===== src/hw/rtl/mcsr_pkg.sv =====
// mcsr_pkg: shared constants, protocol codes and structs of the memory card responder
// used by every module under hw/rtl; no dependencies
`timescale 1ns / 1ps

package mcsr_pkg;

	// card geometry
	localparam int SECTOR_BYTES = 128;
	localparam int SECTOR_COUNT = 1024;
	localparam int OFS_W        = $clog2(SECTOR_BYTES);
	localparam int SECT_W       = $clog2(SECTOR_COUNT);
	localparam int ADDR_W       = SECT_W + OFS_W;

	// active command codes
	localparam logic [1:0] CMD_NONE  = 2'd0;
	localparam logic [1:0] CMD_READ  = 2'd1;
	localparam logic [1:0] CMD_WRITE = 2'd2;
	localparam logic [1:0] CMD_ID    = 2'd3;

	// write status codes
	localparam logic [1:0] WR_GOOD      = 2'd0;
	localparam logic [1:0] WR_BADSUM    = 2'd1;
	localparam logic [1:0] WR_BADSECTOR = 2'd2;

	// link bytes
	localparam logic [7:0] SEL_BYTE    = 8'h81;
	localparam logic [7:0] OP_READ     = 8'h52;
	localparam logic [7:0] OP_WRITE    = 8'h57;
	localparam logic [7:0] OP_ID       = 8'h53;
	localparam logic [7:0] ID_FIRST    = 8'h5A;
	localparam logic [7:0] ID_SECOND   = 8'h5D;
	localparam logic [7:0] ACK_FIRST   = 8'h5C;
	localparam logic [7:0] ACK_SECOND  = 8'h5D;
	localparam logic [7:0] STAT_GOOD   = 8'h47;
	localparam logic [7:0] STAT_BADSUM = 8'h4E;
	localparam logic [7:0] NO_REPLY    = 8'hFF;
	localparam logic [7:0] ZERO_BYTE   = 8'h00;
	localparam logic [15:0] SECTOR_MASK = 16'h03FF;

	// transfer phases
	localparam logic [7:0] PH_IDLE    = 8'd0;
	localparam logic [7:0] PH_CMD     = 8'd1;
	localparam logic [7:0] PH_ID1     = 8'd2;
	localparam logic [7:0] PH_ID2     = 8'd3;
	localparam logic [7:0] PH_SEC_HI  = 8'd4;
	localparam logic [7:0] PH_SEC_LO  = 8'd5;
	localparam logic [7:0] PH_ACK1    = 8'd6;
	localparam logic [7:0] PH_ACK2    = 8'd7;
	localparam logic [7:0] PH_ECHO_HI = 8'd8;
	localparam logic [7:0] PH_ECHO_LO = 8'd9;
	localparam logic [7:0] RD_DATA_FIRST = 8'd10;
	localparam logic [7:0] RD_DATA_LAST  = 8'(10 + SECTOR_BYTES - 1);
	localparam logic [7:0] RD_SUM        = 8'(10 + SECTOR_BYTES);
	localparam logic [7:0] RD_END        = 8'(11 + SECTOR_BYTES);
	localparam logic [7:0] WR_DATA_FIRST = 8'd6;
	localparam logic [7:0] WR_DATA_LAST  = 8'(6 + SECTOR_BYTES - 1);
	localparam logic [7:0] WR_SUM        = 8'(6 + SECTOR_BYTES);
	localparam logic [7:0] WR_ACK1       = 8'(7 + SECTOR_BYTES);
	localparam logic [7:0] WR_ACK2       = 8'(8 + SECTOR_BYTES);
	localparam logic [7:0] WR_END        = 8'(9 + SECTOR_BYTES);

	// request from the protocol engine to the card store
	typedef struct packed {
		logic              wr_en;
		logic [ADDR_W-1:0] wr_addr;
		logic [7:0]        wr_data;
		logic              rd_en;
		logic [ADDR_W-1:0] rd_addr;
	} store_req_t;

	// one reply word
	typedef struct packed {
		logic [7:0] reply_byte;
		logic       contents_changed;
	} reply_t;

	// sector number to store row
	function automatic logic [SECT_W-1:0] sector_index(input logic [15:0] sector);
		logic [15:0] masked;
		masked = sector & SECTOR_MASK;
		return SECT_W'(masked % SECTOR_COUNT);
	endfunction

endpackage


===== src/hw/rtl/mcsr_reply_q.sv =====
// mcsr_reply_q: two-entry reply queue between the sequencer and the output port
// depends on mcsr_pkg
`timescale 1ns / 1ps

module mcsr_reply_q (
	input  logic              clk,
	input  logic              arst_n,
	input  logic              push,
	input  mcsr_pkg::reply_t  push_data,
	output logic              full,
	output logic              out_valid,
	input  logic              out_stall,
	output mcsr_pkg::reply_t  out_data
);
	import mcsr_pkg::*;

	reply_t     entry_q [2];
	logic       wr_ptr_q, rd_ptr_q;
	logic [1:0] count_q;
	logic       pop;

	assign out_valid = (count_q != 2'd0);
	assign full      = (count_q == 2'd2);
	assign pop       = out_valid && !out_stall;
	assign out_data  = entry_q[rd_ptr_q];

	// entry storage
	always_ff @(posedge clk) begin
		if (push) begin
			entry_q[wr_ptr_q] <= push_data;
		end
	end

	// pointers and fill count
	always_ff @(posedge clk or negedge arst_n) begin
		if (!arst_n) begin
			wr_ptr_q <= 1'b0;
			rd_ptr_q <= 1'b0;
			count_q  <= 2'd0;
		end else begin
			if (push) begin
				wr_ptr_q <= !wr_ptr_q;
			end
			if (pop) begin
				rd_ptr_q <= !rd_ptr_q;
			end
			if (push && !pop) begin
				count_q <= count_q + 2'd1;
			end else if (pop && !push) begin
				count_q <= count_q - 2'd1;
			end
		end
	end

`ifndef SYNTHESIS
	a_count_range: assert property (@(posedge clk) disable iff (!arst_n)
		count_q <= 2'd2)
		else $error("reply queue count out of range");

	a_fill: assert property (@(posedge clk) disable iff (!arst_n)
		(push && !pop && count_q == 2'd1) |=> full)
		else $error("reply queue not full after second word");

	a_drain: assert property (@(posedge clk) disable iff (!arst_n)
		(pop && !push) |=> (count_q == $past(count_q) - 2'd1))
		else $error("reply queue count did not drop on pop");
`endif

endmodule

===== config.mk =====
export PLATFORM = sky130hd
export DESIGN_NAME = mcsr_reply_q
export DESIGN_NICKNAME = d
export VERILOG_FILES = /design/src/hw/rtl/mcsr_pkg.sv /design/src/hw/rtl/mcsr_reply_q.sv
export SDC_FILE = /design/constraint.sdc
export NUM_CORES = 1
export LEC_CHECK = 0
export ABC_CLOCK_PERIOD_IN_PS = 2000
export BUFFER_PORTS_ARGS = -buffer_cell sky130_fd_sc_hd__clkbuf_2
export CAP_MARGIN = 20
export CORE_UTILIZATION = 40
export DETAILED_ROUTE_END_ITERATION = 10
export HOLD_SLACK_MARGIN = 0.08
export PLACE_DENSITY = 0.65
export SYNTH_ARGS = -nofsm -noshare
export SYNTH_HDL_FRONTEND = slang
export SYNTH_SLANG_ARGS = --single-unit

===== constraint.sdc =====
create_clock -name clk -period 2 [get_ports clk]
set_input_delay 0.2 -clock clk [delete_from_list [all_inputs] [get_ports clk]]
set_output_delay 0.2 -clock clk [all_outputs]
set_load 0.005 [all_outputs]

### Yosys cells after proc, flatten, opt, wreduce, memory -nomap -nowiden

Memory sizes are Yosys's and may differ from the RTL's.
Cells that the tools add are included.
Widths: inputs -> output; s select.

| cells by class | value |
|---|---|
| add/subtract/negate cells | 2 |
| eq/ne operators | 1 |
| mux-type cells | 4 |
| reduce and logical (&&, ||, !) cells | 10 |

Operator list:

| kind | number |
|---|---|
| $logic_not 1->1 | 5 |
| $mux 2 | 2 |
| $reduce_bool 2->1 | 2 |
| $logic_and 1x1->1 | 3 |
| $add 2x1->2 const B | 1 |
| $eq 2x2->1 const B | 1 |
| $mux 1 | 2 |
| $sub 2x1->2 const B | 1 |

| word-level totals | value |
|---|---|
| register bits after elaboration | 4 |
| memory bits (writable) | 18 |
| bits of input ports | 13 |
| output and inout bits | 11 |
| word-level logic and storage cells | 21 |
| memories | 1 |

Memories:

| name | words | width | rd ports | clocked after Yosys merged registers in | write ports | RTL line | RTL |
|---|---|---|---|---|---|---|---|
| entry_q | 2 | 9 | 1 | 0 | 1 | mcsr_reply_q.sv:17 | `reply_t entry_q [2];` |

### Longest topological paths before layout

Gate-level depths: netlist of the first run.

| logic depth | value |
|---|---|
| depth after elaboration | 5 |
| mapped depth | 6 |
| gate-level depth less buffers | 6 |

### Worst setup path after synthesis of the first run

Ideal clock, no wire load.

| path | value |
|---|---|
| path type | reg-to-reg |
| start | register count_q[0] |
| end | register count_q[1] |
| setup time | 125 ps |
| data arrival time | 1202 ps |
| data required time | 1875 ps |
| setup slack | 672 ps |
| cell stages (with the launch flop) | 7 |
| path buffers | 0 |
| clock period less this slack | 1328 ps |
| path through | dfrtp_1 > or2_4 > nand2b_4 > ha_1 > xor2_1 > nor2_1 > xor2_1 |

| between the ends | value |
|---|---|
| word-level cells in the longest chain between the ends | 5 |
| elaborated cells on any way between the ends | 10 |
| those cells by class | add/sub (2); mux (2); reduce/logical (6) |

RTL lines:

| what | RTL line | RTL |
|---|---|---|
| start, declared | mcsr_reply_q.sv:19 | `logic [1:0] count_q;` |
| start signal, assigned | mcsr_reply_q.sv:48 | `count_q <= count_q + 2'd1;` |
| start signal, assigned | mcsr_reply_q.sv:50 | `count_q <= count_q - 2'd1;` |
| $reduce_bool 2->1 (*) | mcsr_reply_q.sv:22 | `assign out_valid = (count_q != 2'd0);` |
| net out_valid | mcsr_reply_q.sv:11 | `output logic out_valid,` |
| $logic_and 1x1->1 (*) | mcsr_reply_q.sv:24 | `assign pop = out_valid && !out_stall;` |
| $logic_not 1->1 | mcsr_reply_q.sv:47 | `if (push && !pop) begin` |
| $logic_and 1x1->1 | mcsr_reply_q.sv:47 |  |
| $mux 2 / $reduce_bool 2->1 (equally long branches) | - |  |

Mark *: on every way through the listed nets, which the timed path passes. The rest lies on a longest branch. The select of a mux whose other input is x is not followed.
A chain may end at the register's enable or synchronous reset.

==> flow_summary.json, run 1 <==
{
  "p_leak_nw": 0.471,
  "layout-drive-gt1-share_pct": 49.4,
  "seqPwrFrac_pct": 49.1,
  "grt_usage_pct": 11.3,
  "finalSetupViolCount": 0,
  "viasPerCell": 4.38,
  "layout_commonest_cell": "clkbuf_2",
  "die-width_um": 48.2,
  "status": "complete, no violations",
  "peakVddDrop_v": 0.000678,
  "grt_max_degree": 14,
  "final_cell_mix": "clkbuf_2 (23), edfxtp_1 (18), dlygate4sd3_1 (10), mux2_2 (9), dfrtp_1 (4)",
  "drtAntennaViolNets": 0,
  "p_int_mw": 1.07,
  "synthesis.nets": 58,
  "dieArea_mm2": 0.00232,
  "cts_buffers": 3,
  "slew-limit-headroom_pct": 70.9,
  "rsz0062_at_grt": "no",
  "cts-htree-levels": 1,
  "cp.required_ns": 1.80,
  "drtIter0Drc": 4,
  "synthCells": 44,
  "timing.setup.tns_ns": 0,
  "grt_pass1_wl_um": 1690,
  "cp-end-kind": "primary output",
  "core_mm2": 0.00198,
  "ys_seq_area_share_pct": 75.1,
  "hp-class": "in -> reg",
  "crit_family": "flip-flops",
  "slowest_stage": "dfrtp_1",
  "syn_avg_cell_area_um2": 19.4,
  "antenna_found_initial": 0,
  "netlist.area_leader.share_pct": 63.3,
  "synth_area_um2": 853,
  "netlist_top_cells_area": "edfxtp_1 (63%), mux2_2 (12%), dfrtp_1 (12%)",
  "die_y_um": 48.2,
  "io_pins": 24,
  "dp_hpwl_um": 817,
  "drt-total-wl_um": 1220,
  "wl_per_cell_um": 11.3,
  "syn_to_final_growth_pct": 35.3,
  "swShare_pct": 25.6,
  "drc": 0,
  "finalNetCount": 96,
  "synth_cell_type_count": 13,
  "io_buffers": 23,
  "crit_chain": "mux2_2 > clkbuf_2",
  "gp_congestion": 0.602,
  "clock-sinks": 22,
  "stdcell_count": 108,
  "synth_top_area_cell": "edfxtp_1",
  "dr.pass1.iters": 2,
  "num_rows": 16,
  "path_max_fanout": 10,
  "dp.cells": 94,
  "cts_tree": "done",
  "skew_ns": 0.00267,
  "clk_path_buf_depth": 2,
  "period_needed_ns": 1.63,
  "cts_setup_buffers": 0,
  "finalCritPeriodShare_pct": 81.4,
  "crit_buf_inv": 1,
  "finalHoldViolations": 0,
  "max_stage_delay_ns": 0.63,
  "ctsRootBufferMaster": "clkbuf_4",
  "pwr-share-clk_pct": 22.6,
  "maxCapViolCount": 0,
  "path_clk_slew_ns": 0.11,
  "p_switching_mw": 0.368,
  "insertion_delay_ns": 0.29,
  "initial_utilization_pct": 43.1,
  "power_density_mw_per_mm2": 1250,
  "worstMarginPinSlew_ns": 0.437,
  "ys_ff_latch": 22,
  "gr-total-overflow": 0,
  "n_antenna_cell": 0,
  "crit_type": "reg -> out",
  "yosys_warnings": 0,
  "grt_pass1_vias": 402,
  "slew_violations": 0,
  "p_comb_share_pct": 28.3,
  "arrival_ns": 1.43,
  "holdWs_ns": 0.118,
  "startpoint_type": "flop",
  "clock.fmax_ghz": 0.614,
  "vias": 473
}
-- cell families (layout without fill, tap and decap cells) --
kind of cell / count (synthesis) / count (layout) / synth area share, %
mux: 9 / 9 / 11.9
flops: 22 / 22 / 75.1
fa+ha+maj: 1 / 1 / 1.47
simple gates: 6 / 6 / 5.57
xor+xnor: 5 / 5 / 5.13
buf+inv: 1 / 38 / 0.880
-- worst reg2reg max path: cells and delay by family (launching register included) --
family,cells,cell delay (ns)
fa+ha+maj,1,0.25
xor+xnor,1,0.14
flops,1,0.44
simple gates,3,0.49
-- synthesized netlist by cell type --
master / n
edfxtp_1: 18
mux2_2: 9
dfrtp_1: 4
xor2_1: 3
xnor2_1: 2
and2_1: 1
and2b_2: 1
buf_4: 1
ha_1: 1
nand2b_4: 1
nor2_1: 1
nor2b_1: 1
or2_4: 1
-- registers in the layout (all words and copies together), names as in the netlist --
register / flops
rd_ptr_q: 1
wr_ptr_q: 1
entry_q: 18
count_q: 2
-- layout make-up --
| class | instances | area, µm² |
|---|---|---|
| well taps | 27 | 33.8 |
| clock inverters | 1 | 30.0 |
| flip-flops and latches | 22 | 641 |
| clock buffers | 3 | 22.5 |
| multi-input cells | 21 | 205 |
| fillers | 175 | 827 |
| repair buffers | 34 | 223 |
-- worst paths after layout --
kind                            slack, ns  startpoint          end  depth (start not counted)
worst max register to register       0.62  count_q[0]   count_q[1]                          5
worst max-delay path                 0.37    rd_ptr_q  out_data[0]                          2
max in group asynchronous            1.64      arst_n   count_q[1]                          2
worst min register to register       0.49    wr_ptr_q     wr_ptr_q                          1
worst min-delay path                 0.12        push     wr_ptr_q                          2
min in group asynchronous            0.23      arst_n   count_q[0]                          2
-- per-layer routing --
metal / up-vias / global-route usage (%) / part of all wire, %
li1: 233 / - / -
met1: 226 / 14.2 / 44
met2: 12 / 18.1 / 51
met3: 2 / 3.33 / 3.9
met4: 0 / 5.00 / 0.66
met5: - / 0 / 0
-- power by group through the flow --
stage / Combinational [mW] / Clock (mW) / Sequential [mW]
finish: 0.407 / 0.326 / 0.707
global route: 0.452 / 0.356 / 0.726
CTS: 0.409 / 0.338 / 0.710
detailed placement: 0.398 / 0 / 0.719
global placement: 0.394 / 0 / 0.715
floorplan: 0.299 / 0 / 0.668
-- per-stage QoR --
stage	worst slack, ns	power, mW	util, %	instance area [µm²]
global route	0.264	1.53	58.3	1150
floorplan	0.672	0.967	-	853
finish	0.371	1.44	58.3	1150
CTS	0.334	1.46	56.8	1120
global placement	0.664	1.11	50.6	1000
detailed placement	0.616	1.12	50.6	1000
-- repair_timing --
item                                   in CTS  in global routing
endpoints found under the hold margin      16                  6
hold buffers                                7                  3
gates resized for setup                     0                  0
No activity file was read; power rests on OpenSTA's default activity.
==> inputs of run 2 (changes only) <==
Settings changed: ABC_CLOCK_PERIOD_IN_PS 2000 to 1400, PLACE_DENSITY 0.65 to 0.67.
Clock period 2 ns to 1.4 ns, I/O delays scaled along.
==> run 2 against run 1 <==
Against the previous run: register-to-register slack worse by 0.55 ns; wire length up 11%; worst hold slack better by 0.012 ns; non-clock buffer count up 7; clock power down 13%; critical path depth up 1; final cell count up 6.5%; combinational power up 100%; highest routed layer is now met3.
==> flow_summary.json, run 2 (synthesis results as in run 1) <==
{
  "status": "complete, no violations",
  "top_regs": "entry_q x18, count_q x2",
  "seqCellArea_um2": 642,
  "ctsRootBufferMaster": "clkbuf_4",
  "hp-class": "in -> reg",
  "drt-total-wl_um": 1350,
  "path_max_fanout": 5,
  "insertion_delay_ns": 0.29,
  "grt.met2_usage_pct": 18.4,
  "rsz0062_at_grt": "yes",
  "core_mm2": 0.00198,
  "arrival_ns": 1.25,
  "worstMarginPinSlew_ns": 0.474,
  "grt_util_met1_pct": 15.9,
  "crit_type": "reg -> out",
  "cts-htree-levels": 1,
  "worst_slack_ns": 0.00804,
  "largest_reg_flops": 18,
  "finalSetupViolCount": 0,
  "vias": 514,
  "io_buffers": 23,
  "peakVddDrop_v": 0.000973,
  "initial_utilization_pct": 43.1,
  "slew-limit-headroom_pct": 68.4,
  "grt_pass1_wl_um": 1870,
  "die-width_um": 48.2,
  "dr.pass1.iters": 4,
  "total_power_mw": 2.06,
  "final_cell_mix": "clkbuf_2 (23), edfxtp_1 (18), dlygate4sd3_1 (11), mux2_2 (9), buf_4 (5)",
  "finalHoldViolations": 0,
  "grt_max_degree": 13,
  "gr-total-overflow": 0,
  "clock.fmax_ghz": 0.718,
  "drc": 0,
  "multi_input_area_um2": 218,
  "die_y_um": 48.2,
  "clock-sinks": 22,
  "drtIter0Drc": 4,
  "slew_violations": 0,
  "path_clk_slew_ns": 0.12,
  "p_leak_nw": 0.494,
  "cp.required_ns": 1.26,
  "drtAntennaViolNets": 0,
  "startpoint_type": "flop",
  "layout-drive-gt1-share_pct": 53.4,
  "grt_util_met3_pct": 3.33,
  "syn_to_final_growth_pct": 41.2,
  "grt_pass1_vias": 430,
  "finalNetCount": 103,
  "period_needed_ns": 1.39,
  "wl_per_cell_um": 11.7,
  "clk_path_buf_depth": 2,
  "finalCritPeriodShare_pct": 99.4,
  "dieArea_mm2": 0.00232,
  "top_register": "entry_q",
  "num_rows": 16,
  "n_antenna_cell": 0,
  "grt-busiest-layer": "met2",
  "cts_buffers": 3,
  "cp-end-kind": "primary output",
  "maxCapViolCount": 0,
  "skew_ns": 0.00349,
  "io_pins": 24,
  "fillerInstances": 156,
  "fin_util_pct": 60.8,
  "grt_usage_pct": 12.1,
  "layout_commonest_cell": "clkbuf_2",
  "cts_tree": "done",
  "viasPerCell": 4.47,
  "antenna_found_initial": 0,
  "place_ws_ns": 0.0527,
  "power_density_mw_per_mm2": 1710,
  "gp_congestion": 0.742
}
## run 2: cell count changes in the layout (fill, tap and decap cells not counted), sizes merged
| cell | before | now |
|---|---|---|
| buf | 1 | 7 |
| bufinv | 1 | 0 |
| clkinv | 0 | 1 |
| dlygate4sd3 | 10 | 11 |
## run 2: final cells by class
class / count / share of cell area, %
clock buffers: 3 / 1.87
clock inverters: 1 / 0.312
multi-input cells: 21 / 18.1
flip-flops and latches: 22 / 53.3
well taps: 27 / 2.80
repair buffers: 41 / 23.7
## run 2: per-stage QoR
stage / setup TNS, ns / cell area, µm² / hold WS (ns) / instances
4_1_cts: -0.0353 / 1170 / 0.0976 / 113
5_1_grt: -0.445 / 1200 / 0.111 / 115
3_5_place_dp: 0 / 1010 / -0.0440 / 95
6_report: 0 / 1200 / 0.130 / 115
3_3_place_gp: 0 / 1010 / -0.0461 / 95
2_1_floorplan: 0 / 853 / -0.156 / 44
## run 2: worst paths after layout
| kind | cells after the start | start | endpoint | slack (ns) |
|---|---|---|---|---|
| worst max-delay path | 3 | rd_ptr_q | out_data[3] | 0.008 |
| worst min-delay path | 3 | out_stall | rd_ptr_q | 0.13 |
| worst max register to register | 6 | count_q[0] | count_q[1] | 0.07 |
| worst min register to register | 1 | wr_ptr_q | wr_ptr_q | 0.49 |
| max in group asynchronous | 2 | arst_n | rd_ptr_q | 1.06 |
| min in group asynchronous | 2 | arst_n | rd_ptr_q | 0.20 |
## run 2: worst max-delay path, stage by stage (launching register included)
cell	delay, ns
dfrtp_2	0.39
buf_6	0.12
mux2_2	0.33
clkbuf_2	0.11
## run 2: per-layer routing
metal | vias up | routed length [µm] | share of wire [%]
li1 | 252 | - | -
met1 | 248 | 633 | 47
met2 | 14 | 655 | 49
met3 | 0 | 61 | 4.5
met4 | 0 | 0 | 0
met5 | - | 0 | 0
## run 2: power breakdown
part | leakage [nW] | switching [mW] | internal [mW]
Sequential | 0.215 | 0.0594 | 0.892
Combinational | 0.264 | 0.337 | 0.490
Clock | 0.0154 | 0.179 | 0.104
## run 2: timing repair
action,CTS,global route
pin swaps,0,2
cloned,0,0
setup endpoints to repair,9,10
setup buffers,3,2
hold buffers,11,0
resized for setup,2,4
hold endpoints to repair,23,0
==> inputs of run 3 (changes only) <==
Settings changed: CELL_PAD_IN_SITES_DETAIL_PLACEMENT from default to 0, CELL_PAD_IN_SITES_GLOBAL_PLACEMENT from default to 1, CORE_UTILIZATION 40 to 37, PLACE_DENSITY 0.67 to 0.73.
==> run 3 against run 2 <==
Against the previous run: sequential power about the same; utilization down 4.1 points; clock power about the same; critical path type unchanged.
==> flow_summary.json, run 3 (synthesis results as in run 1) <==
{
  "status": "complete, no violations",
  "clk_path_buf_depth": 2,
  "initial_utilization_pct": 38.9,
  "dp_hpwl_um": 928,
  "startpoint_type": "flop",
  "rsz0062_at_grt": "yes",
  "dieArea_mm2": 0.00250,
  "p_comb_share_pct": 42.4,
  "r2r_end": "count_q[1]",
  "cts-htree-levels": 1,
  "total_power_mw": 2.14,
  "drtAntennaViolNets": 0,
  "p_int_mw": 1.55,
  "gp_congestion": 0.747,
  "die_y_um": 50.0,
  "r2r_setup_slack_ns": 0.07,
  "layout-drive-gt1-share_pct": 53.4,
  "pwr-share-clk_pct": 13.2,
  "swShare_pct": 27.3,
  "antenna_found_initial": 0,
  "dp.cells": 99,
  "slew-limit-headroom_pct": 71.0,
  "path_max_fanout": 6,
  "p_switching_mw": 0.584,
  "crit_chain": "buf_6 > mux2_4 > clkbuf_2",
  "min_to": "rd_ptr_q",
  "viasPerCell": 4.30,
  "cp.required_ns": 1.26,
  "path_clk_slew_ns": 0.11,
  "seqPwrFrac_pct": 44.4,
  "finalNetCount": 103,
  "cts_tree": "done",
  "fillerInstances": 191,
  "final_cell_mix": "clkbuf_2 (23), edfxtp_1 (18), dlygate4sd3_1 (11), mux2_4 (9), buf_4 (5)",
  "peakVddDrop_v": 0.000949,
  "grt_usage_pct": 12.3,
  "largest_reg_flops": 18,
  "top_register": "entry_q",
  "crit_type": "reg -> out",
  "worstMarginPinSlew_ns": 0.434,
  "wl_per_cell_um": 11.5,
  "insertion_delay_ns": 0.29,
  "num_rows": 17,
  "layout_commonest_cell": "clkbuf_2",
  "gr-total-overflow": 0,
  "clock-sinks": 22,
  "max_stage_delay_ns": 0.41,
  "p_leak_nw": 0.533,
  "io_buffers": 23,
  "maxCapViolCount": 0,
  "period_needed_ns": 1.39,
  "grt_max_degree": 13,
  "top_regs": "entry_q x18, count_q x2",
  "vias": 499,
  "drc": 0,
  "syn_to_final_growth_pct": 45.5,
  "reg2regPathDepth": 6,
  "reg2reg_from": "count_q[0]",
  "grt_pass1_vias": 479,
  "die-width_um": 50.0,
  "dr.pass1.iters": 2,
  "io_pins": 24,
  "finalHoldViolations": 0,
  "drt-total-wl_um": 1340,
  "grt_pass1_wl_um": 2150,
  "n_antenna_cell": 0,
  "finalSetupViolCount": 0,
  "ctsRootBufferMaster": "clkbuf_4",
  "stdcell_count": 116,
  "crit_family": "flip-flops",
  "arrival_ns": 1.25,
  "hp-class": "in -> reg",
  "cp-end-kind": "primary output",
  "core_mm2": 0.00219,
  "slowest_stage": "dfrtp_1",
  "cts_buffers": 3,
  "holdPathStages": 3,
  "drtIter0Drc": 8,
  "slew_violations": 0,
  "skew_ns": 0.00496,
  "clock.fmax_ghz": 0.719,
  "crit_buf_inv": 2,
  "finalCritPeriodShare_pct": 99.4,
  "power_density_mw_per_mm2": 1720,
  "hp-start": "out_stall"
}
-- run 3: cell types whose count changed in the layout (fill, tap and decap cells not counted), sizes merged --
cell / delta
clkbuf: +1
clkinv: -1
-- run 3: metal layers --
metal / vias up / global-route usage, % / routed length, µm
met5: - / 0 / 0
met4: 0 / 8.57 / 27
met3: 2 / 3.09 / 55
met2: 13 / 19.8 / 677
met1: 236 / 14.1 / 577
li1: 248 / - / -
-- run 3: through the flow --
stage          TNS [ns]  area (µm²)  setup WS, ns  utilization, %  hold WS [ns]
6_report              0        1240       0.00838            56.7         0.145
5_1_grt          -0.427        1240       -0.0635            56.7         0.136
4_1_cts         -0.0281        1170      -0.00940            53.4         0.122
3_5_place_dp          0        1030        0.0564            47.2       -0.0405
3_3_place_gp          0        1030         0.102            47.2       -0.0426
2_1_floorplan         0         853        0.0725               -        -0.156
-- run 3: area by class of cell --
type	count	area, µm²	share of cell area (%)
Multi-Input combinational cell	21	254	20.5
Sequential cell	22	641	51.6
Clock buffer	4	26.3	2.12
Tap cell	28	35.0	2.82
Timing Repair Buffer	41	285	23.0
-- run 3: worst max path at each step --
| stage | startpoint | endpoint | slack, ns | depth (start not counted) |
|---|---|---|---|---|
| after floorplan | count_q[0] | count_q[1] | 0.07 | 6 |
| after detailed placement | count_q[1] | count_q[1] | 0.06 | 6 |
| after CTS | rd_ptr_q | out_data[0] | -0.009 | 3 |
| after global placement | count_q[1] | count_q[1] | 0.10 | 6 |
| final | rd_ptr_q | out_data[0] | 0.008 | 3 |
| after global routing | rd_ptr_q | out_data[0] | -0.06 | 3 |
-- run 3: what timing repair did --
action                                  CTS  global route
gates cloned                              0             0
buffers inserted                          0             2
endpoints found under the setup margin    6            10
hold buffers                             11             0
gates resized for setup                   0            14
pin swaps                                 0             1
hold endpoints to repair                 23             0
-- run 3: power groups by stage --
stage / logic, mW / clock network, mW / registers, mW
floorplan: 0.427 / 0 / 0.955
global placement: 0.709 / 0 / 0.955
detailed placement: 0.723 / 0 / 0.962
CTS: 0.751 / 0.294 / 0.946
global route: 0.996 / 0.319 / 0.964
finish: 0.906 / 0.282 / 0.950
-- run 3: tightest hold or removal path: cells and delay by family --
family | cells | cell delay, ns
xor+xnor | 1 | 0.06
buf+inv | 1 | 0.07
simple gates | 1 | 0.13
