<file path="src/hw/rtl/mcsr_pkg.sv">
// mcsr_pkg: shared constants, protocol codes and structs of the memory card responder
// used by every module under hw/rtl; no dependencies
`timescale 1ns / 1ps

package mcsr_pkg;

	// card geometry
	localparam int SECTOR_BYTES = 128;
	localparam int SECTOR_COUNT = 1024;
	localparam int OFS_W        = $clog2(SECTOR_BYTES);
	localparam int SECT_W       = $clog2(SECTOR_COUNT);
	localparam int ADDR_W       = SECT_W + OFS_W;

	// active command codes
	localparam logic [1:0] CMD_NONE  = 2'd0;
	localparam logic [1:0] CMD_READ  = 2'd1;
	localparam logic [1:0] CMD_WRITE = 2'd2;
	localparam logic [1:0] CMD_ID    = 2'd3;

	// write status codes
	localparam logic [1:0] WR_GOOD      = 2'd0;
	localparam logic [1:0] WR_BADSUM    = 2'd1;
	localparam logic [1:0] WR_BADSECTOR = 2'd2;

	// link bytes
	localparam logic [7:0] SEL_BYTE    = 8'h81;
	localparam logic [7:0] OP_READ     = 8'h52;
	localparam logic [7:0] OP_WRITE    = 8'h57;
	localparam logic [7:0] OP_ID       = 8'h53;
	localparam logic [7:0] ID_FIRST    = 8'h5A;
	localparam logic [7:0] ID_SECOND   = 8'h5D;
	localparam logic [7:0] ACK_FIRST   = 8'h5C;
	localparam logic [7:0] ACK_SECOND  = 8'h5D;
	localparam logic [7:0] STAT_GOOD   = 8'h47;
	localparam logic [7:0] STAT_BADSUM = 8'h4E;
	localparam logic [7:0] NO_REPLY    = 8'hFF;
	localparam logic [7:0] ZERO_BYTE   = 8'h00;
	localparam logic [15:0] SECTOR_MASK = 16'h03FF;

	// transfer phases
	localparam logic [7:0] PH_IDLE    = 8'd0;
	localparam logic [7:0] PH_CMD     = 8'd1;
	localparam logic [7:0] PH_ID1     = 8'd2;
	localparam logic [7:0] PH_ID2     = 8'd3;
	localparam logic [7:0] PH_SEC_HI  = 8'd4;
	localparam logic [7:0] PH_SEC_LO  = 8'd5;
	localparam logic [7:0] PH_ACK1    = 8'd6;
	localparam logic [7:0] PH_ACK2    = 8'd7;
	localparam logic [7:0] PH_ECHO_HI = 8'd8;
	localparam logic [7:0] PH_ECHO_LO = 8'd9;
	localparam logic [7:0] RD_DATA_FIRST = 8'd10;
	localparam logic [7:0] RD_DATA_LAST  = 8'(10 + SECTOR_BYTES - 1);
	localparam logic [7:0] RD_SUM        = 8'(10 + SECTOR_BYTES);
	localparam logic [7:0] RD_END        = 8'(11 + SECTOR_BYTES);
	localparam logic [7:0] WR_DATA_FIRST = 8'd6;
	localparam logic [7:0] WR_DATA_LAST  = 8'(6 + SECTOR_BYTES - 1);
	localparam logic [7:0] WR_SUM        = 8'(6 + SECTOR_BYTES);
	localparam logic [7:0] WR_ACK1       = 8'(7 + SECTOR_BYTES);
	localparam logic [7:0] WR_ACK2       = 8'(8 + SECTOR_BYTES);
	localparam logic [7:0] WR_END        = 8'(9 + SECTOR_BYTES);

	// request from the protocol engine to the card store
	typedef struct packed {
		logic              wr_en;
		logic [ADDR_W-1:0] wr_addr;
		logic [7:0]        wr_data;
		logic              rd_en;
		logic [ADDR_W-1:0] rd_addr;
	} store_req_t;

	// one reply word
	typedef struct packed {
		logic [7:0] reply_byte;
		logic       contents_changed;
	} reply_t;

	// sector number to store row
	function automatic logic [SECT_W-1:0] sector_index(input logic [15:0] sector);
		logic [15:0] masked;
		masked = sector & SECTOR_MASK;
		return SECT_W'(masked % SECTOR_COUNT);
	endfunction

endpackage

</file>
<file path="src/hw/rtl/mcsr_proto.sv">
// mcsr_proto: transfer phase sequencer, flags, checksum and store addressing
// depends on mcsr_pkg; drives mcsr_store and feeds the reply queue
`timescale 1ns / 1ps

module mcsr_proto (
	input  logic                  clk,
	input  logic                  arst_n,
	input  logic                  cfg_we,
	input  logic                  cfg_data,
	input  logic                  accept,
	input  logic [7:0]            host_byte,
	input  logic [7:0]            rd_data,
	output mcsr_pkg::store_req_t  store_req,
	output mcsr_pkg::reply_t      reply
);
	import mcsr_pkg::*;

	logic        card_present_q;
	logic [7:0]  phase_q, phase_n;
	logic [1:0]  cmd_q, cmd_n, cmd_eff;
	logic [15:0] sector_q, sector_n, sector_tmp;
	logic [7:0]  csum_q, csum_n;
	logic        err_q, err_n;
	logic        fresh_q, fresh_n;
	logic [1:0]  wres_q, wres_n;

	// next state and reply for the byte on the input
	always_comb begin
		cmd_eff    = (phase_q == PH_IDLE) ? CMD_NONE : cmd_q;
		cmd_n      = cmd_eff;
		phase_n    = phase_q;
		sector_n   = sector_q;
		sector_tmp = {sector_q[15:8], host_byte};
		csum_n     = csum_q;
		err_n      = err_q;
		fresh_n    = fresh_q;
		wres_n     = wres_q;
		reply      = '{reply_byte: NO_REPLY, contents_changed: 1'b0};
		store_req.wr_en   = 1'b0;
		store_req.wr_addr = {sector_index(sector_q), OFS_W'(phase_q - WR_DATA_FIRST)};
		store_req.wr_data = host_byte;

		if (!card_present_q) begin
			reply.reply_byte = NO_REPLY;
		end else if (cmd_eff == CMD_READ) begin
			if (phase_q >= RD_DATA_FIRST && phase_q <= RD_DATA_LAST) begin
				// data prefetched at the previous byte
				reply.reply_byte = rd_data;
				csum_n  = csum_q ^ rd_data;
				phase_n = phase_q + 8'd1;
			end else begin
				phase_n = phase_q + 8'd1;
				unique case (phase_q)
					PH_ID1:     reply.reply_byte = ID_FIRST;
					PH_ID2:     reply.reply_byte = ID_SECOND;
					PH_SEC_HI: begin
						sector_n = {host_byte, sector_q[7:0]};
						reply.reply_byte = ZERO_BYTE;
					end
					PH_SEC_LO: begin
						sector_n = sector_tmp & SECTOR_MASK;
						reply.reply_byte = ZERO_BYTE;
					end
					PH_ACK1:    reply.reply_byte = ACK_FIRST;
					PH_ACK2:    reply.reply_byte = ACK_SECOND;
					PH_ECHO_HI: begin
						csum_n = sector_q[15:8];
						reply.reply_byte = sector_q[15:8];
					end
					PH_ECHO_LO: begin
						csum_n = csum_q ^ sector_q[7:0];
						reply.reply_byte = sector_q[7:0];
					end
					RD_SUM:     reply.reply_byte = csum_q;
					RD_END: begin
						phase_n = PH_IDLE;
						cmd_n   = CMD_NONE;
						reply.reply_byte = STAT_GOOD;
					end
					default: begin
						phase_n = PH_IDLE;
						cmd_n   = CMD_NONE;
						reply.reply_byte = NO_REPLY;
					end
				endcase
			end
		end else if (cmd_eff == CMD_WRITE) begin
			if (phase_q >= WR_DATA_FIRST && phase_q <= WR_DATA_LAST) begin
				store_req.wr_en = 1'b1;
				csum_n  = csum_q ^ host_byte;
				phase_n = phase_q + 8'd1;
				reply.reply_byte = ZERO_BYTE;
			end else begin
				phase_n = phase_q + 8'd1;
				unique case (phase_q)
					PH_ID1:    reply.reply_byte = ID_FIRST;
					PH_ID2:    reply.reply_byte = ID_SECOND;
					PH_SEC_HI: begin
						sector_n = {host_byte, sector_q[7:0]};
						reply.reply_byte = ZERO_BYTE;
					end
					PH_SEC_LO: begin
						// checksum seed uses the sector as received
						csum_n   = sector_tmp[15:8] ^ sector_tmp[7:0];
						sector_n = sector_tmp;
						wres_n   = WR_GOOD;
						if (sector_tmp[15:10] != 6'd0) begin
							err_n    = 1'b1;
							sector_n = sector_tmp & SECTOR_MASK;
							wres_n   = WR_BADSECTOR;
						end
						reply.reply_byte = ZERO_BYTE;
					end
					WR_SUM: begin
						if (host_byte != csum_q) begin
							err_n  = 1'b1;
							wres_n = WR_BADSUM;
						end
						reply.reply_byte = ZERO_BYTE;
					end
					WR_ACK1:   reply.reply_byte = ACK_FIRST;
					WR_ACK2:   reply.reply_byte = ACK_SECOND;
					WR_END: begin
						fresh_n = 1'b0;
						phase_n = PH_IDLE;
						cmd_n   = CMD_NONE;
						reply.contents_changed = 1'b1;
						if (wres_q == WR_GOOD) begin
							reply.reply_byte = STAT_GOOD;
						end else if (wres_q == WR_BADSUM) begin
							reply.reply_byte = STAT_BADSUM;
						end else begin
							reply.reply_byte = NO_REPLY;
						end
					end
					default: begin
						phase_n = PH_IDLE;
						cmd_n   = CMD_NONE;
						reply.reply_byte = NO_REPLY;
					end
				endcase
			end
		end else if (cmd_eff == CMD_ID) begin
			cmd_n = CMD_NONE;
			reply.reply_byte = NO_REPLY;
		end else if (phase_q == PH_IDLE) begin
			if (host_byte == SEL_BYTE) begin
				phase_n = PH_CMD;
			end
			reply.reply_byte = NO_REPLY;
		end else if (phase_q == PH_CMD) begin
			phase_n = PH_ID1;
			unique case (host_byte)
				OP_READ:  cmd_n = CMD_READ;
				OP_WRITE: cmd_n = CMD_WRITE;
				OP_ID:    cmd_n = CMD_ID;
				default:  phase_n = PH_IDLE;
			endcase
			// flag byte: error in bit 2, fresh in bit 3
			reply.reply_byte = {4'd0, fresh_q, err_q, 2'd0};
			err_n = 1'b0;
		end else begin
			phase_n = PH_IDLE;
			reply.reply_byte = NO_REPLY;
		end

		// prefetch the byte the next read data phase will need
		store_req.wr_en   = store_req.wr_en & accept;
		store_req.rd_en   = accept;
		store_req.rd_addr = {sector_index(sector_n), OFS_W'(phase_n - RD_DATA_FIRST)};
	end

	// configuration register
	always_ff @(posedge clk or negedge arst_n) begin
		if (!arst_n) begin
			card_present_q <= 1'b1;
		end else if (cfg_we) begin
			card_present_q <= cfg_data;
		end
	end

	// protocol state
	always_ff @(posedge clk or negedge arst_n) begin
		if (!arst_n) begin
			phase_q  <= PH_IDLE;
			cmd_q    <= CMD_NONE;
			sector_q <= '0;
			csum_q   <= '0;
			err_q    <= 1'b0;
			fresh_q  <= 1'b1;
			wres_q   <= WR_GOOD;
		end else if (accept) begin
			phase_q  <= phase_n;
			cmd_q    <= cmd_n;
			sector_q <= sector_n;
			csum_q   <= csum_n;
			err_q    <= err_n;
			fresh_q  <= fresh_n;
			wres_q   <= wres_n;
		end
	end

`ifndef SYNTHESIS
	a_phase_range: assert property (@(posedge clk) disable iff (!arst_n)
		phase_q <= RD_END)
		else $error("phase beyond end of read transfer");

	a_store_write_cmd: assert property (@(posedge clk) disable iff (!arst_n)
		store_req.wr_en |-> (cmd_eff == CMD_WRITE && card_present_q))
		else $error("store written outside a write transfer");

	a_write_done: assert property (@(posedge clk) disable iff (!arst_n)
		(accept && reply.contents_changed) |=> (phase_q == PH_IDLE && !fresh_q))
		else $error("completed write did not end the transfer");
`endif

endmodule

</file>
<file path="config.mk">
export PLATFORM = sky130hd
export DESIGN_NAME = mcsr_proto
export DESIGN_NICKNAME = d
export VERILOG_FILES = /design/src/hw/rtl/mcsr_pkg.sv /design/src/hw/rtl/mcsr_proto.sv
export SDC_FILE = /design/constraint.sdc
export NUM_CORES = 1
export LEC_CHECK = 0
export ABC_AREA = 1
export BUFFER_PORTS_ARGS = -buffer_cell sky130_fd_sc_hd__buf_2
export CAP_MARGIN = 20
export CORE_MARGIN = 2
export CORE_UTILIZATION = 41
export DETAILED_ROUTE_END_ITERATION = 7
export SYNTH_ARGS = -nofsm -noshare
export SYNTH_HDL_FRONTEND = slang
export SYNTH_SLANG_ARGS = --single-unit
</file>
<file path="constraint.sdc">
create_clock -name clk -period 4.1 [get_ports clk]
set_clock_uncertainty 0.15 [all_clocks]
set_input_delay 0.41 -clock clk [delete_from_list [all_inputs] [get_ports clk]]
set_output_delay 0.41 -clock clk [all_outputs]
set_load 0.03 [all_outputs]
</file>
; After elaboration in Yosys (flattened, before gate mapping)
; Index checks and enable logic that the tools add are counted.
[classes]
addsub = 3
order_cmp = 4
eq_ne = 35
n_mux = 70
bitwise = 7
reduce_logical = 22
[ops]
columns = op, n
row1 = $mux W8, 25
row2 = $mux W16, 5
row3 = $pmux W16 S2, 2
row4 = $pmux W8 S8, 1
row5 = $eq A8 B8 Y1 const B, 7
row6 = $pmux W8 S5, 1
row7 = $eq A8 B3 Y1 const B, 4
row8 = $xor A8 B8 Y8, 4
row9 = $mux W2, 15
row10 = $eq A8 B7 Y1 const B, 3
row11 = $eq A8 B2 Y1 const B, 2
row12 = $eq A8 B4 Y1 const B, 2
row13 = $le A8 B8 Y1 const B, 2
row14 = $mux W1, 16
row15 = $pmux W8 S2, 1
row16 = $reduce_and A7 Y1, 2
row17 = $mux W10, 1
row18 = $ne A2 B2 Y1 const B, 5
row19 = $reduce_and A10 Y1, 1
row20 = $ne A3 B3 Y1 const B, 3
row21 = $reduce_or A9 Y1, 1
row22 = $add A8 B1 Y8 const B, 1
row23 = $eq A8 B1 Y1 const B, 1
row24 = $ge A8 B3 Y1 const B, 1
row25 = other kinds (25), 35
[totals]
regBits = 39
output_inout_bits = 53

; Longest topological paths before layout
; Gate-level depths: netlist (run 1).
[logic_depth]
ltp_word = 10
ltp_mapped = 21

; Worst setup path after synthesis (run 1)
; No wires, ideal clock.
[synth_path]
path_kind = register to output
from = register phase_q[1]
to = output port reply[3] in the netlist's numbering
arrival_ps = 2973
required_time_ps = 3540
slack_ps = 567
stages_incl_launch_ff = 14
path_buffers = 2
path_cell_list = dfrtp_1 > inv_1 > ha_1 > nand3_2 > inv_1 > nor2_1 > inv_1 > ha_1 > clkbuf_1 > nand2_2 > buf_6 > inv_1 > o31ai_1 > o21ai_0
[synth_lines]
columns = item, line_no
row1 = "start, declared", mcsr_proto.sv:19  ; logic [7:0] phase_q, phase_n;
row2 = "start signal, assigned", mcsr_proto.sv:193  ; phase_q <= phase_n;
row3 = "end, declared", mcsr_proto.sv:14  ; output mcsr_pkg::reply_t reply

==> key figures, run 1 <==
Run
  • Max-Cap Viols: 0

Synthesis
  • Synth async-reset ratio: 100%
  • Compound-Gate Fraction of Synth Area: a little over 20%
  • Synth Area in Simple Gates: 36.6%
  • Synth Area in XOR/XNOR: 3.95%
  • Synth Flop Type: dfrtp_1
  • Syn Inst Count: 689
  • Syn Std Cell Area: 0.00443 mm2
  • Syn_area_per_cell: 6.44 um2
  • Synthesized flop and latch total: 39
  • Post-synth EDFFs: 0
  • Mux contribution to synthesized area: 0%
  • Largest family of logic cells by synthesized area: simple AND/OR/NAND/NOR gates
  • Post-synthesis adder-cell area fraction: ~2.8%
  • Ys Warns: 0
  • Post-synth cell types: between 50 and 60
  • Post-synthesis net count: ~700
  • Seq/Total Area, Yosys: roughly 22%

Worst setup path
  • Max FO, Critical Path: 24
  • Worst Path Required: about 3.5 ns
  • Critical path startpoint category: flip-flop
  • Worst-path cell chain: inv_2, nand2_4, nor2_8, nand3_2, inv_1, nor2_1, inv_1, ha_4, clkinv_1, buf_4, nand2_1, nand4_4, o22ai_1, buf_2
  • Critical Path AT: about 3.4 ns
  • CP Capture Type: output pin
  • R2R Path Start: phase_q[5]$_DFFE_PN0P_
  • Crit path from: phase_q[5]$_DFFE_PN0P_
  • Largest stage delay, worst path: around 0.50 ns
  • Most common cell on crit path: inv_1
  • Crit Path Category: flip-flop to output pin
  • Worst path slowest cell: dfrtp_2

Global routing
  • Total GRT Usage: 27.7%
  • Largest net degree at the start of global routing: 40
  • Antenna violations before repair: 0
  • Grt total ovfl: 0
  • Global-route wire length before repair: ~25 mm
  • Vias in the first global route: approximately 4700

Detailed routing
  • Drt pass-1 iters: 5
  • Vias: slightly above 5000
  • Routed length per instance: approximately 18 um
  • Detailed Route WL: 15.7 mm
  • Detailed-route vias per instance: 5.74
  • First DRT Iteration DRCs: about 440
  • DRC viols: 0
  • Routed Antenna Nets: 0

Die
  • Number of I/O pins: 74
  • Initial Utilization: 42.6%
  • Die Width: 108 um
  • Die Area: between 0.01 and 0.015 mm2
  • Core Region: about 0.010 mm2
  • Row cnt: 37
  • Die Y-Extent: 108 um

STA
  • Worst Tran Pin Value: slightly below 1 ns
  • Final setup viols: 0
  • Slew HR: between 30% and 40%
  • Fin. max-slew vios: 0
  • Fmax: 255 MHz
  • Setup TNS: 0 ns
  • Final Critical Period: slightly below 4 ns
  • Fin. Hold Viols: 0
  • Final Cycle Share: roughly 96%
  • Final worst setup slack: ~0.18 ns

Clock tree
  • Total CTS buffers: 5
  • Number of clock sinks: 39
  • CTS Buffer Depth: 2
  • CTS tree: built
  • Worst skew pair latency: roughly 0.33 ns
  • Clock-pin slew on the worst setup and hold paths: ~0.09 ns
  • Root Buffer: clkbuf_8
  • H-tree depth: 2

Layout
  • Final Cell Area: ~0.0049 mm2
  • Ratio of cells with drive above 1 in the final layout: 22.3%
  • FILL cells: ~1100
  • Net count, final: 771
  • Layout area overhead: 11.4%
  • Final Util: between 40% and 50%
  • Non-Filler Instances: between 800 and 900
  • Antenna cell count: 0

Placement
  • RD Place Congestion: about 1.0
  • PortBufs: 73
  • Dpl hpwl: roughly 12 mm
  • Setup WS pre-CTS: about 0.23 ns
  • DP Cell Count: 865
  • Placed inst area: 0.00475 mm2

Power and ir drop
  • Power density of the placed cells: 365 mW/mm2
  • Leak Pwr: ~2.4 nW
  • Worst VDD drop: between 0.15 and 0.2 mV

Hold path
  • Worst hold path class: input port to async pin

Status
  • Outcome: finished, final reports clean
[cells in the final DEF (no fill, tap or decap), types with 11 or more instances in the layout]
cell / netlist / final
o21ai_0: 67 / 67
nand2_1: 164 / 164
inv_1: 75 / 73
buf_4: 22 / 12
buf_2: 7 / 73
nor2_1: 60 / 58
nand4_1: 14 / 14
nand3_1: 40 / 39
nand2_2: 13 / 13
inv_2: 10 / 12
o22ai_1: 14 / 14
xor2_1: 19 / 19
dfrtp_1: 37 / 34
a21oi_1: 19 / 19
nor3_1: 11 / 11
[routing by layer]
| metal | part of all wire (%) | vias to the layer above | track usage (%) |
|---|---|---|---|
| met2 | 46 | 243 | 43.9 |
| met3 | 8.0 | 32 | 4.22 |
| met4 | 2.7 | 0 | 11.4 |
| met5 | 0 | - | 0 |
| met1 | 43 | 2375 | 37.7 |
| li1 | - | 2387 | - |
[critical path, delay by kind of cell (launching register included)]
family                   cells  cell delay [ns]
buffers and inverters        6             1.10
AND/OR/NAND/NOR              6             0.90
AO/OA/AOI/OAI                1             0.28
flip-flops                   1             0.50
adder cells (fa/ha/maj)      1             0.23
[layout make-up]
class                      instances  area (um2)  share of cell area (%)
timing repair buffer              85         455                    9.22
inverter                          90         345                    6.99
sequential                        39         982                    19.9
tap                              136         170                    3.45
clock buffer                       6        72.6                    1.47
multi-input combinational        519        2880                    58.2
clock inverter                     2        37.5                   0.760
[final timing paths]
kind	end	slack, ns	cells after the start
setup / recovery	store_req[7]	0.18	14
hold / removal	sector_q[7]$_DFFE_PN0P_	0.07	1
setup reg to reg	csum_q[0]$_DFFE_PN0P_	0.47	17
hold reg to reg	fresh_q$_DFFE_PN1P_	0.31	2
max in group asynchronous	phase_q[4]$_DFFE_PN0P_	3.05	1
min in group clk	card_present_q$_DFFE_PN1P_	0.10	2
[kinds of logic after synthesis]
| group | after synthesis |
|---|---|
| fa+ha+maj | 10 |
| simple gates | 337 |
| flops | 39 |
| xor+xnor | 20 |
| compound gates | 152 |
| buf+inv | 131 |
[power by group]
| group | leakage, nW | total, W | switching [W] | internal [W] |
|---|---|---|---|---|
| Combinational | 1.88 | 0.000902 | 0.000638 | 0.000264 |
| Clock | 0.0514 | 0.000350 | 0.000168 | 0.000182 |
| Sequential | 0.488 | 0.000549 | 0.0000988 | 0.000450 |
[sequential cells by signal, indices dropped and copies added (netlist names)]
name and cells:
card_present_q 1, cmd_q 2, csum_q 8, err_q 1, fresh_q 1, phase_q 8, sector_q 16, wres_q 2
[stage by stage]
step / hold slack [ns] / power, W
finish: 0.0718 / 0.00180
floorplan: -0.0356 / 0.00122
detailed placement: 0.296 / 0.00144
CTS: 0.0962 / 0.00179
global route: 0.108 / 0.00192
global placement: 0.298 / 0.00143
[synth_stat cells (9+ instances only)]
master   instances  area (um2)
nand2_1        164         616
inv_1           75         282
o21ai_0         67         335
nor2_1          60         225
nand3_1         40         200
dfrtp_1         37         926
buf_4           22         165
a21oi_1         19        95.1
xor2_1          19         166
nand4_1         14        87.6
o22ai_1         14        87.6
nand2_2         13        81.3
nor3_1          11        55.1
ha_1            10         125
inv_2           10        37.5
o21ai_1          9        45.0
[timing repair]
item / 4_1_cts / 5_1_grt
setup buffers: 2 / 2
pin swaps: 1 / 0
resized for setup: 2 / 12
endpoints found under the setup margin: 9 / 16
hold buffers: 0 / 0
No activity file was read; power rests on OpenSTA's default activity.
==> run 2: changes to the inputs <==
Settings changed: GPL_TIMING_DRIVEN set to 0.
==> run 2 against run 1 <==
Net effect:
- sequential power hardly changed
- sequential share of layout area is 0.71 points lower
- design area is 3.5% higher
- clock power is 13% lower
- worst hold slack better by 0.018 ns
- register-to-register slack better by 0.34 ns
- via count is 1.6% higher
- worst setup slack worse by 0.0057 ns
==> key figures, run 2 (synthesis gave the netlist of run 1 again) <==
Status
  • Outcome: finished, final reports clean (unchanged)

Power and ir drop
  • Leak Pwr: 2.56 nW (was 2.42 nW)
  • Worst VDD drop: 0.170 mV (was 0.175 mV)
  • Power density of the placed cells: 354 mW/mm2 (was 365 mW/mm2)
  • Post-layout power: 0.00181 W (was 0.00180 W)

Worst setup path
  • Worst Path Required: 3.54 ns (about the same)
  • Crit Path Category: flip-flop to output pin (unchanged)
  • CP Capture Type: output pin (unchanged)
  • Reg2reg setup slack: 0.81 ns (was 0.47 ns)
  • Worst reg-to-reg path cell count: 15 (was 17)
  • R2R Path Start: phase_q[1]$_DFFE_PN0P_ (was phase_q[5]$_DFFE_PN0P_)
  • Max FO, Critical Path: 10 (was 24)
  • Critical Path AT: 3.37 ns (was 3.36 ns)
  • Critical path startpoint category: flip-flop (unchanged)
  • R2r endpoint: err_q$_DFFE_PN0P_ (was csum_q[0]$_DFFE_PN0P_)

Clock tree
  • CTS tree: built (unchanged)
  • Worst skew pair latency: 0.31 ns (was 0.33 ns)
  • Number of clock sinks: 39 (unchanged)
  • H-tree depth: 2 (unchanged)
  • Total CTS buffers: 5 (unchanged)
  • Clock-pin slew on the worst setup and hold paths: 0.10 ns (was 0.09 ns)
  • CTS Buffer Depth: 2 (unchanged)
  • Root Buffer: clkbuf_8 (unchanged)

Global routing
  • Vias in the first global route: 4758 (was 4668)
  • Antenna violations before repair: 0 (unchanged)
  • Grt total ovfl: 0 (unchanged)
  • Largest net degree at the start of global routing: 40 (unchanged)
  • Total GRT Usage: 28.2% (was 27.7%)
  • Global-route wire length before repair: 25.4 mm (was 24.8 mm)

STA
  • Final Critical Period: 3.93 ns (was 3.92 ns)
  • RSZ-0062 raised after global routing: yes
  • Fin. Hold Viols: 0 (unchanged)
  • Hold WS: 0.0897 ns (was 0.0718 ns)
  • Slew HR: 35.9% (was 35.4%)
  • Fin. max-slew vios: 0 (unchanged)
  • Final setup viols: 0 (unchanged)
  • Worst Tran Pin Value: 0.962 ns (was 0.968 ns)
  • Final Cycle Share: 95.8% (was 95.7%)
  • Fmax: 255 MHz (about the same)
  • Setup TNS: 0 ns (unchanged)

Placement
  • Dpl hpwl: 12.3 mm (was 11.9 mm)
  • PortBufs: 72 (was 73)
  • RD Place Congestion: 0.953 (was 1.00)

Layout
  • Net count, final: 801 (was 771)
  • Final Util: 49.1% (was 47.4%)
  • Biggest regs: sector_q: 16 flops, csum_q: 8 flops, phase_q: 8 flops (unchanged)
  • Most frequent cells in the layout: 164 x nand2_1, 80 x buf_2, 73 x inv_1 (was 164 x nand2_1, 73 x inv_1, 73 x buf_2)
  • Layout area overhead: 15.3% (was 11.4%)
  • Ratio of cells with drive above 1 in the final layout: 24.6% (was 22.3%)
  • Largest Register: sector_q (unchanged)
  • Antenna cell count: 0 (unchanged)
  • Number of flip-flops in the largest register: 16 (unchanged)
  • FILL cells: 1095 (was 1141)
  • Most common cell after layout, fill and taps aside: nand2_1 (unchanged)

Die
  • Row cnt: 37 (unchanged)
  • Die Width: 108 um (unchanged)
  • Core Region: 0.0104 mm2 (unchanged)
  • Die Area: 0.0117 mm2 (unchanged)
  • Number of I/O pins: 74 (unchanged)
  • Die Y-Extent: 108 um (unchanged)
  • Initial Utilization: 42.6% (unchanged)

Detailed routing
  • Routed length per instance: 17.7 um (was 17.9 um)
  • Detailed-route vias per instance: 5.64 (was 5.74)
  • First DRT Iteration DRCs: 469 (was 444)
  • Vias: 5116 (was 5037)
  • Drt pass-1 iters: 5 (unchanged)
  • Detailed Route WL: 16.0 mm (was 15.7 mm)
  • DRC viols: 0 (unchanged)
  • Routed Antenna Nets: 0 (unchanged)

Hold path
  • Worst hold path class: input port to async pin (unchanged)

Run
  • Max-Cap Viols: 0 (unchanged)
run 2: changes by cell type in the layout (fill, tap and decap cells not counted), sizes merged:
cell and change:
buf +24, clkbuf +6, bufinv -1, clkinv +1
run 2: worst max path at each step:
| stage | end | start |
|---|---|---|
| after floorplan | reply[3] | phase_q[1]$_DFFE_PN0P_ |
| after global placement | reply[5] | phase_q[0]$_DFFE_PN0P_ |
| after detailed placement | reply[8] | phase_q[1]$_DFFE_PN0P_ |
| after CTS | store_req[6] | phase_q[5]$_DFFE_PN0P_ |
| after global routing | store_req[6] | phase_q[5]$_DFFE_PN0P_ |
| final | reply[5] | phase_q[5]$_DFFE_PN0P_ |
run 2: timing repair:
action / CTS / global route
pin swaps: 1 / 0
hold buffers: 0 / 0
gates resized for setup: 9 / 6
endpoints found under the setup margin: 21 / 7
setup buffers: 3 / 0
run 2: critical path: stages (launching register included):
cell	delay, ns
dfrtp_1	0.38
buf_6	0.15
inv_2	0.11
nand2_4	0.10
nor2_8	0.20
nand3_2	0.15
inv_1	0.16
nor2_1	0.09
inv_1	0.10
ha_2	0.24
buf_2	0.26
nand2_2	0.13
buf_6	0.16
nor2_1	0.13
o21ai_0	0.10
nand2_1	0.07
nand2_1	0.13
nand4_1	0.16
buf_2	0.21
run 2: per-stage QoR:
step | instances | setup slack, ns | instance area [um2]
after floorplan | 689 | 0.567 | 4430
after global placement | 897 | -0.298 | 4960
after detailed placement | 897 | -0.329 | 4960
after CTS | 907 | 0.0839 | 5100
after global routing | 907 | -0.0276 | 5110
final | 907 | 0.172 | 5110
run 2: routing by layer:
metal	up-vias	global-route usage [%]	part of all wire, %
li1	2447	-	-
met1	2352	39.3	44
met2	275	44.3	45
met3	42	4.10	8.3
met4	0	10.3	3.1
met5	-	0	0
run 2: final cells by class:
type,count,area (um2),share of cell area (%)
plain buffers,40,274,5.36
clock buffers,6,82.6,1.61
clock inverters,2,16.3,0.318
inverters,90,349,6.83
multi-input cells,519,2860,55.9
flip-flops and latches,39,981,19.2
well taps,136,170,3.33
repair buffers,75,383,7.49
run 2: where the power goes:
group | internal, W | leakage [nW] | total, W | switching, W
logic | 0.000307 | 2.02 | 0.000959 | 0.000652
clock network | 0.000138 | 0.0474 | 0.000304 | 0.000167
registers | 0.000450 | 0.489 | 0.000549 | 0.0000983
total | 0.000895 | 2.56 | 0.00181 | 0.000917
==> run 3: changes to the inputs <==
Settings changed: RECOVER_POWER set to 50.
==> run 3 against run 2 <==
Net effect:
- the run now ends with capacitance limit, slew limit left
- worst setup slack improved by 0.0044 ns
- critical path type unchanged
- register-to-register slack barely moved
- flip-flop and latch count did not move
- critical endpoint is now reply[7]
- core utilization fell by 0.29 points
- critical path depth fell by 2
- sequential power barely moved
- largest power group unchanged
- cell count did not move
- global-route usage did not move
- sequential share of layout area rose by 0.11 points
- largest cell class unchanged
- non-clock buffer count did not move
- power fell by 0.43%
==> key figures, run 3 (synthesis gave the netlist of run 1 again) <==
Die
  • Row cnt: 37 (unchanged)
  • Initial Utilization: 42.6% (unchanged)
  • Die Width: 108 um (unchanged)
  • Core Region: 0.0104 mm2 (unchanged)
  • Number of I/O pins: 74 (unchanged)
  • Die Y-Extent: 108 um (unchanged)
  • Die Area: 0.0117 mm2 (unchanged)

Detailed routing
  • DRC viols: 0 (unchanged)
  • Vias: 5117 (was 5116)
  • Drt pass-1 iters: 5 (unchanged)
  • Routed Antenna Nets: 0 (unchanged)
  • First DRT Iteration DRCs: 465 (was 469)
  • Detailed-route vias per instance: 5.64 (about the same)
  • Routed length per instance: 17.7 um (about the same)
  • Detailed Route WL: 16.0 mm (about the same)

Placement
  • PortBufs: 72 (unchanged)
  • RD Place Congestion: 0.953 (unchanged)
  • DP Cell Count: 897 (unchanged)
  • Placed inst area: 0.00496 mm2 (unchanged)
  • Dpl hpwl: 12.3 mm (unchanged)

Worst setup path
  • Max FO, Critical Path: 10 (unchanged)
  • Critical path startpoint category: flip-flop (unchanged)
  • Worst Path Required: 3.54 ns (about the same)
  • Reg2reg setup slack: 0.80 ns (was 0.81 ns)
  • Critical Path AT: 3.36 ns (was 3.37 ns)
  • Crit Path Category: flip-flop to output pin (unchanged)
  • CP Capture Type: output pin (unchanged)

STA
  • Final Critical Period: 3.92 ns (was 3.93 ns)
  • Worst Tran Pin Value: 2.31 ns (was 0.962 ns)
  • Fin. Hold Viols: 0 (unchanged)
  • Final Cycle Share: 95.7% (was 95.8%)
  • Fmax: 255 MHz (about the same)
  • Final setup viols: 0 (unchanged)
  • Hold WS: 0.121 ns (was 0.0897 ns)
  • Fin. max-slew vios: 40 (was 0)
  • Slew HR: -54.1% (was 35.9%)
  • RSZ-0062 raised after global routing: yes (unchanged)
  • Setup TNS: 0 ns (unchanged)

Global routing
  • Vias in the first global route: 4758 (unchanged)
  • Antenna violations before repair: 0 (unchanged)
  • Total GRT Usage: 28.2% (unchanged)
  • Global-route wire length before repair: 25.4 mm (unchanged)
  • Largest net degree at the start of global routing: 40 (unchanged)
  • Grt total ovfl: 0 (unchanged)

Status
  • Failing checks: capacitance limit, slew limit
  • Outcome: finished, violations left (was finished, final reports clean)

Layout
  • Net count, final: 801 (unchanged)
  • Most frequent cells in the layout: 164 x nand2_1, 73 x inv_1, 67 x o21ai_0 (was 164 x nand2_1, 80 x buf_2, 73 x inv_1)
  • Non-Filler Instances: 907 (unchanged)
  • Layout area overhead: 14.6% (was 15.3%)
  • Final Cell Area: 0.00508 mm2 (was 0.00511 mm2)
  • Antenna cell count: 0 (unchanged)
  • Largest Register: sector_q (unchanged)
  • Most common cell after layout, fill and taps aside: nand2_1 (unchanged)
  • Number of flip-flops in the largest register: 16 (unchanged)
  • Ratio of cells with drive above 1 in the final layout: 21.5% (was 24.6%)
  • Biggest regs: sector_q: 16 flops, csum_q: 8 flops, phase_q: 8 flops (unchanged)

Power and ir drop
  • Worst VDD drop: 0.166 mV (was 0.170 mV)
  • Post-layout power: 0.00180 W (was 0.00181 W)
  • Power density of the placed cells: 355 mW/mm2 (was 354 mW/mm2)
  • Leak Pwr: 2.48 nW (was 2.56 nW)

Clock tree
  • H-tree depth: 2 (unchanged)
  • Number of clock sinks: 39 (unchanged)
  • CTS Buffer Depth: 2 (unchanged)
  • Root Buffer: clkbuf_8 (unchanged)
  • CTS tree: built (unchanged)
  • Total CTS buffers: 5 (unchanged)
  • Worst skew pair latency: 0.32 ns (was 0.31 ns)
  • Hold-fix buffers, CTS: 0 (unchanged)
  • Clock-pin slew on the worst setup and hold paths: 0.08 ns (was 0.10 ns)

Run
  • Max-Cap Viols: 1 (was 0)

Hold path
  • Worst hold path class: input port to flip-flop (was input port to async pin)
==> run 3: cell types whose count changed in the layout (fill, tap and decap cells not counted) <==
cell,change
clkbuf_1,+24
buf_2,-24
==> run 3: routing by layer <==
layer	routed length (um)	up-vias	global-route usage, %
met5	0	-	0
met4	435	0	10.3
met3	1360	36	4.10
met2	7250	269	44.3
met1	6990	2366	39.3
li1	-	2446	-
==> run 3: repair_timing <==
item / 4_1_cts / 5_1_grt
pin swaps: 1 / 0
setup buffers: 3 / 0
gates resized for setup: 9 / 6
endpoints found under the setup margin: 21 / 7
==> run 3: critical path, stage by stage (launching register included) <==
cell and delay (ns):
dfrtp_2 0.51, inv_2 0.13, ha_1 0.25, nand3_2 0.14, inv_1 0.11, nor2_1 0.20
inv_1 0.11, ha_2 0.23, buf_2 0.20, nand2_2 0.14, buf_6 0.16, inv_1 0.08
o31ai_1 0.13, nand3_1 0.21, nand2_1 0.12, nand4_1 0.12, buf_2 0.22
==> run 3: final timing paths <==
kind / from / endpoint / cells after the start
worst max register to register: phase_q[1]$_DFFE_PN0P_ / err_q$_DFFE_PN0P_ / 15
max in group asynchronous: arst_n / phase_q[0]$_DFFE_PN0P_ / 1
min in group asynchronous: arst_n / sector_q[7]$_DFFE_PN0P_ / 1
worst max-delay path: phase_q[1]$_DFFE_PN0P_ / reply[7] / 16
worst min-delay path: cfg_we / card_present_q$_DFFE_PN1P_ / 2
worst min register to register: fresh_q$_DFFE_PN1P_ / fresh_q$_DFFE_PN1P_ / 2
==> run 3: area by class of cell <==
class	count	area (um2)
fill	1105	5330
clock inverter	2	16.3
buffer	40	274
sequential	39	981
inverter	90	349
timing repair buffer	75	353
clock buffer	6	82.6
tap	136	170
multi-input combinational	519	2860
==> run 3: through the flow <==
stage / worst slack (ns) / util [%]
global route: -0.0276 / 48.8
floorplan: 0.567 / -
global placement: -0.298 / 47.7
detailed placement: -0.329 / 47.7
finish: 0.176 / 48.8
CTS: 0.0839 / 49.0
==> run 3: where the power goes <==
| group | internal, W | total, W | switching (W) |
|---|---|---|---|
| Sequential | 0.000450 | 0.000548 | 0.0000978 |
| Clock | 0.000138 | 0.000307 | 0.000169 |
| Combinational | 0.000297 | 0.000950 | 0.000653 |
| Total | 0.000885 | 0.00180 | 0.000919 |
